### src/dts_ram.sv
// Generic single-port-write, single-port-read RAM with registered read data.
module dts_ram #(
  parameter int unsigned WIDTH = 8,
  parameter int unsigned DEPTH = 256
) (
  input  logic                                      clk_i,
  input  logic                                      we_i,
  input  logic [((DEPTH > 1) ? $clog2(DEPTH) : 1)-1:0] waddr_i,
  input  logic [WIDTH-1:0]                          wdata_i,
  input  logic [((DEPTH > 1) ? $clog2(DEPTH) : 1)-1:0] raddr_i,
  output logic [WIDTH-1:0]                          rdata_o
);

  logic [WIDTH-1:0] mem_q [DEPTH];
  logic [WIDTH-1:0] rdata_q;

  always_ff @(posedge clk_i) begin
    if (we_i) begin
      mem_q[waddr_i] <= wdata_i;
    end
    rdata_q <= mem_q[raddr_i];
  end

  assign rdata_o = rdata_q;

endmodule

### config.mk
export PLATFORM = sky130hd
export DESIGN_NAME = dts_ram
export DESIGN_NICKNAME = d
export VERILOG_FILES = /design/src/dts_ram.sv
export SDC_FILE = /design/constraint.sdc
export NUM_CORES = 2
export LEC_CHECK = 0
export BUFFER_PORTS_ARGS = -buffer_cell sky130_fd_sc_hd__buf_2
export CAP_MARGIN = 30
export CORE_UTILIZATION = 50
export DETAILED_ROUTE_END_ITERATION = 12
export PLACE_DENSITY = 0.74
export SYNTH_ARGS = -nofsm -noshare
export SYNTH_HDL_FRONTEND = slang
export SYNTH_SLANG_ARGS = --single-unit
### constraint.sdc
create_clock -name clk_i -period 2.7 [get_ports clk_i]
set_input_delay 0.405 -clock clk_i [delete_from_list [all_inputs] [get_ports clk_i]]
set_output_delay 0.405 -clock clk_i [all_outputs]
set_load 0.01 [all_outputs]
==> impl_metrics.json <==
{
  "cp.required_ns": 3.41,
  "power.density_nw_per_um2": 708,
  "synth.yosys.seq_area_share_pct": 77.5,
  "slew_violations": 0,
  "initial_core_util_pct": 50.3,
  "final_area_um2": 93000,
  "syn_nets": 3759,
  "maxCapViolations": 0,
  "layout_commonest_cell": "edfxtp_1",
  "antenna_left": 0,
  "power_switching_mw": 13.8,
  "worst_slew_pin_slew_ns": 0.864,
  "routed_via_density": 6.26,
  "cts.sinks": 2056,
  "fin_cells": 6609,
  "drc": 0,
  "synth_edf_count": 2048,
  "ys_warn_count": 0,
  "hold_path_class": "primary input to flop",
  "setup-tns-final_ns": 0,
  "total_power_mw": 65.8,
  "cp_slowest_cell": "nor4_1",
  "drtIter0Drc": 5995,
  "dp_cells": 6258,
  "die_x_um": 401,
  "nNetsFinal": 4405,
  "seqCellArea_um2": 61700,
  "reg2reg_depth": 8,
  "drive_gt1_share_pct": 31.5,
  "grt_pass1_vias": 41700,
  "syn-cell-area_um2": 79600,
  "hold_buffers": 0,
  "via_count": 41400,
  "portBuffers": 33,
  "antenna_found_initial": 7,
  "peakVddDrop_v": 0.000682,
  "combPwrFrac_pct": 5.5,
  "synth_seq_cells": 2056,
  "setup_viol": 0,
  "multi_input_area_um2": 16500,
  "clk_path_buf_depth": 3,
  "critical_path_class": "primary input to flop",
  "hold_viol": 0,
  "cts_root_buf": "clkbuf_16",
  "setup.worst_path.end": "rdata_o[7]",
  "clkLatencyLatePin_ns": 0.83,
  "gp_congestion": 0.898,
  "grt_start_max_net_pins": 99,
  "slowest_delay_ns": 0.70,
  "grt_pass1_wl_um": 286000,
  "max_freq_mhz": 375,
  "postCtsSetupBuffers": 0,
  "critPathLaunchType": "primary input",
  "seq_power_share_pct": 53.6,
  "io-pin-count": 34,
  "numCtsBuffers": 191,
  "h-tree-depth": 4,
  "die_y_um": 401,
  "grt_util_all_layers_pct": 24.6,
  "worst_path_most_repeated_cell": "buf_12",
  "die_area_um2": 161000,
  "power.share.clock_pct": 40.9,
  "ys_async_sr_fraction_pct": 0,
  "grt-ovfl-total": 0,
  "cp_cell_sequence": "buf_8 > buf_4 > buf_12 > buf_12 > buf_12 > mux4_2 > a22oi_1 > a21oi_1 > nor4_1 > buf_4 > nor4_1",
  "slew_headroom_pct": 40.9,
  "rsz0062_at_grt": "no",
  "layout_common_cells": "2,048 x edfxtp_1, 591 x buf_4, 454 x mux4_2",
  "wire_per_inst_um": 29.8,
  "min_period_ns": 2.67,
  "fin_hold_ws_ns": 0.0531,
  "period_share_pct": 98.7,
  "ys_types": 55,
  "clk_pin_slew_ns": 0.06,
  "cp-end-kind": "flop",
  "r2r_end": "rdata_o[4]",
  "cp_max_fo": 23,
  "crit_start": "raddr_i[0]",
  "dominantRegCellSynth": "edfxtp_1",
  "syn2layout_area_growth_pct": 16.9,
  "place_hpwl_um": 127000,
  "worst_clock_skew_ns": 0.0304,
  "leakagePower_nw": 30.1,
  "status": "complete, no violations",
  "cts_tree": "built",
  "worstPathArrival_ns": 3.38,
  "finalWirelength_um": 197000,
  "r2r-start": "mem_q[161][4]",
  "placed_area_um2": 86700,
  "drt_pass1_iterations": 6,
  "r2r_slack_ns": 0.24,
  "p_int_mw": 52.0,
  "swShare_pct": 21.0,
  "fp-row-count": 146,
  "fillCellCount": 10900,
  "netlist_instances": 3733,
  "avgSynthCellArea_um2": 21.3,
  "core_um2": 158000
}
==> sequential cells by signal (all words and copies together), names as in the netlist <==
name,flops
mem_q,2048
rdata_o,8
==> layer usage <==
layer / global-route usage, % / share of wire, %
met1: 33.8 / 37
met2: 38.9 / 48
met3: 5.29 / 11
met4: 9.39 / 4.0
met5: 0 / 0.034
==> Yosys cell counts, drive strengths merged, types with 6 or more instances <==
| cell | instances | share of area [%] |
|---|---|---|
| edfxtp | 2048 | 77 |
| nor4 | 27 | 0.24 |
| nor2b | 31 | 0.24 |
| o22ai | 28 | 0.22 |
| nand3 | 34 | 0.21 |
| and2 | 6 | 0.047 |
| nor3 | 22 | 0.14 |
| o21ai | 12 | 0.075 |
| a21oi | 96 | 0.60 |
| o211ai | 10 | 0.094 |
| dfxtp | 8 | 0.20 |
| nand2b | 8 | 0.063 |
| buf | 122 | 1.3 |
| nand4 | 10 | 0.079 |
| o221ai | 47 | 0.53 |
| clkbuf | 111 | 0.52 |
| a211oi | 16 | 0.15 |
| nand2 | 33 | 0.16 |
| a22oi | 133 | 1.3 |
| a22o | 8 | 0.088 |
| mux2i | 134 | 1.7 |
| a221oi | 14 | 0.16 |
| nor2 | 282 | 1.3 |
| mux4 | 456 | 13 |
==> worst max-delay path: cells and delay by family <==
kind            cells  cell delay [ns]
buf+inv             6             1.25
simple gates        2             0.75
compound gates      2             0.44
mux                 1             0.51
==> metrics by stage <==
stage / worst slack, ns / utilization, %
2_1_floorplan: 0.357 / -
3_3_place_gp: -1.31 / 54.8
3_5_place_dp: -0.802 / 54.8
4_1_cts: 0.0556 / 58.8
5_1_grt: 0.0396 / 58.8
6_report: 0.0344 / 58.8
==> how the worst min path moves through the flow <==
| stage | startpoint | endpoint | slack (ns) | cells after the start |
|---|---|---|---|---|
| after floorplan | wdata_i[0] | mem_q[0][0] | 0.50 | 0 |
| final | wdata_i[3] | mem_q[135][3] | 0.05 | 1 |
| after global placement | wdata_i[3] | mem_q[143][3] | 0.89 | 1 |
| after CTS | wdata_i[3] | mem_q[135][3] | 0.01 | 1 |
| after global routing | wdata_i[3] | mem_q[135][3] | 0.03 | 1 |
| after detailed placement | wdata_i[3] | mem_q[141][3] | 0.90 | 1 |
==> power by group through the flow <==
stage / combinational, mW / clock, mW / sequential [mW]
3_3_place_gp: 3.49 / 0 / 35.9
5_1_grt: 3.76 / 28.3 / 35.2
3_5_place_dp: 3.56 / 0 / 35.9
2_1_floorplan: 1.71 / 0 / 35.9
4_1_cts: 3.59 / 27.2 / 35.3
6_report: 3.60 / 27.0 / 35.3
==> what timing repair did <==
action                                  in CTS  in global routing
endpoints found under the setup margin       1                  2
gates cloned                                 0                  0
resized for setup                            1                  2
endpoints found under the hold margin        0                  0
==> cell families (layout without fill, tap and decap cells) <==
logic type	count (synthesis)	in the layout	share of synthesized area, %
DFF	2056	2056	77.5
AOI/OAI and AO/OA	385	385	3.42
muxes	591	591	14.6
buffers and inverters	235	1036	1.83
other	0	3	0
and+or+nand+nor	466	466	2.63
==> cell type report <==
cell class / instances / area share, %
inverter: 2 / 0.00808
clock buffer: 241 / 5.46
clock inverter: 107 / 1.25
tap: 2072 / 2.79
sequential: 2056 / 66.3
multi-input combinational: 1442 / 17.8
timing repair buffer: 686 / 6.40
antenna: 3 / 0.00808
Power figures use the tool's default switching activity.
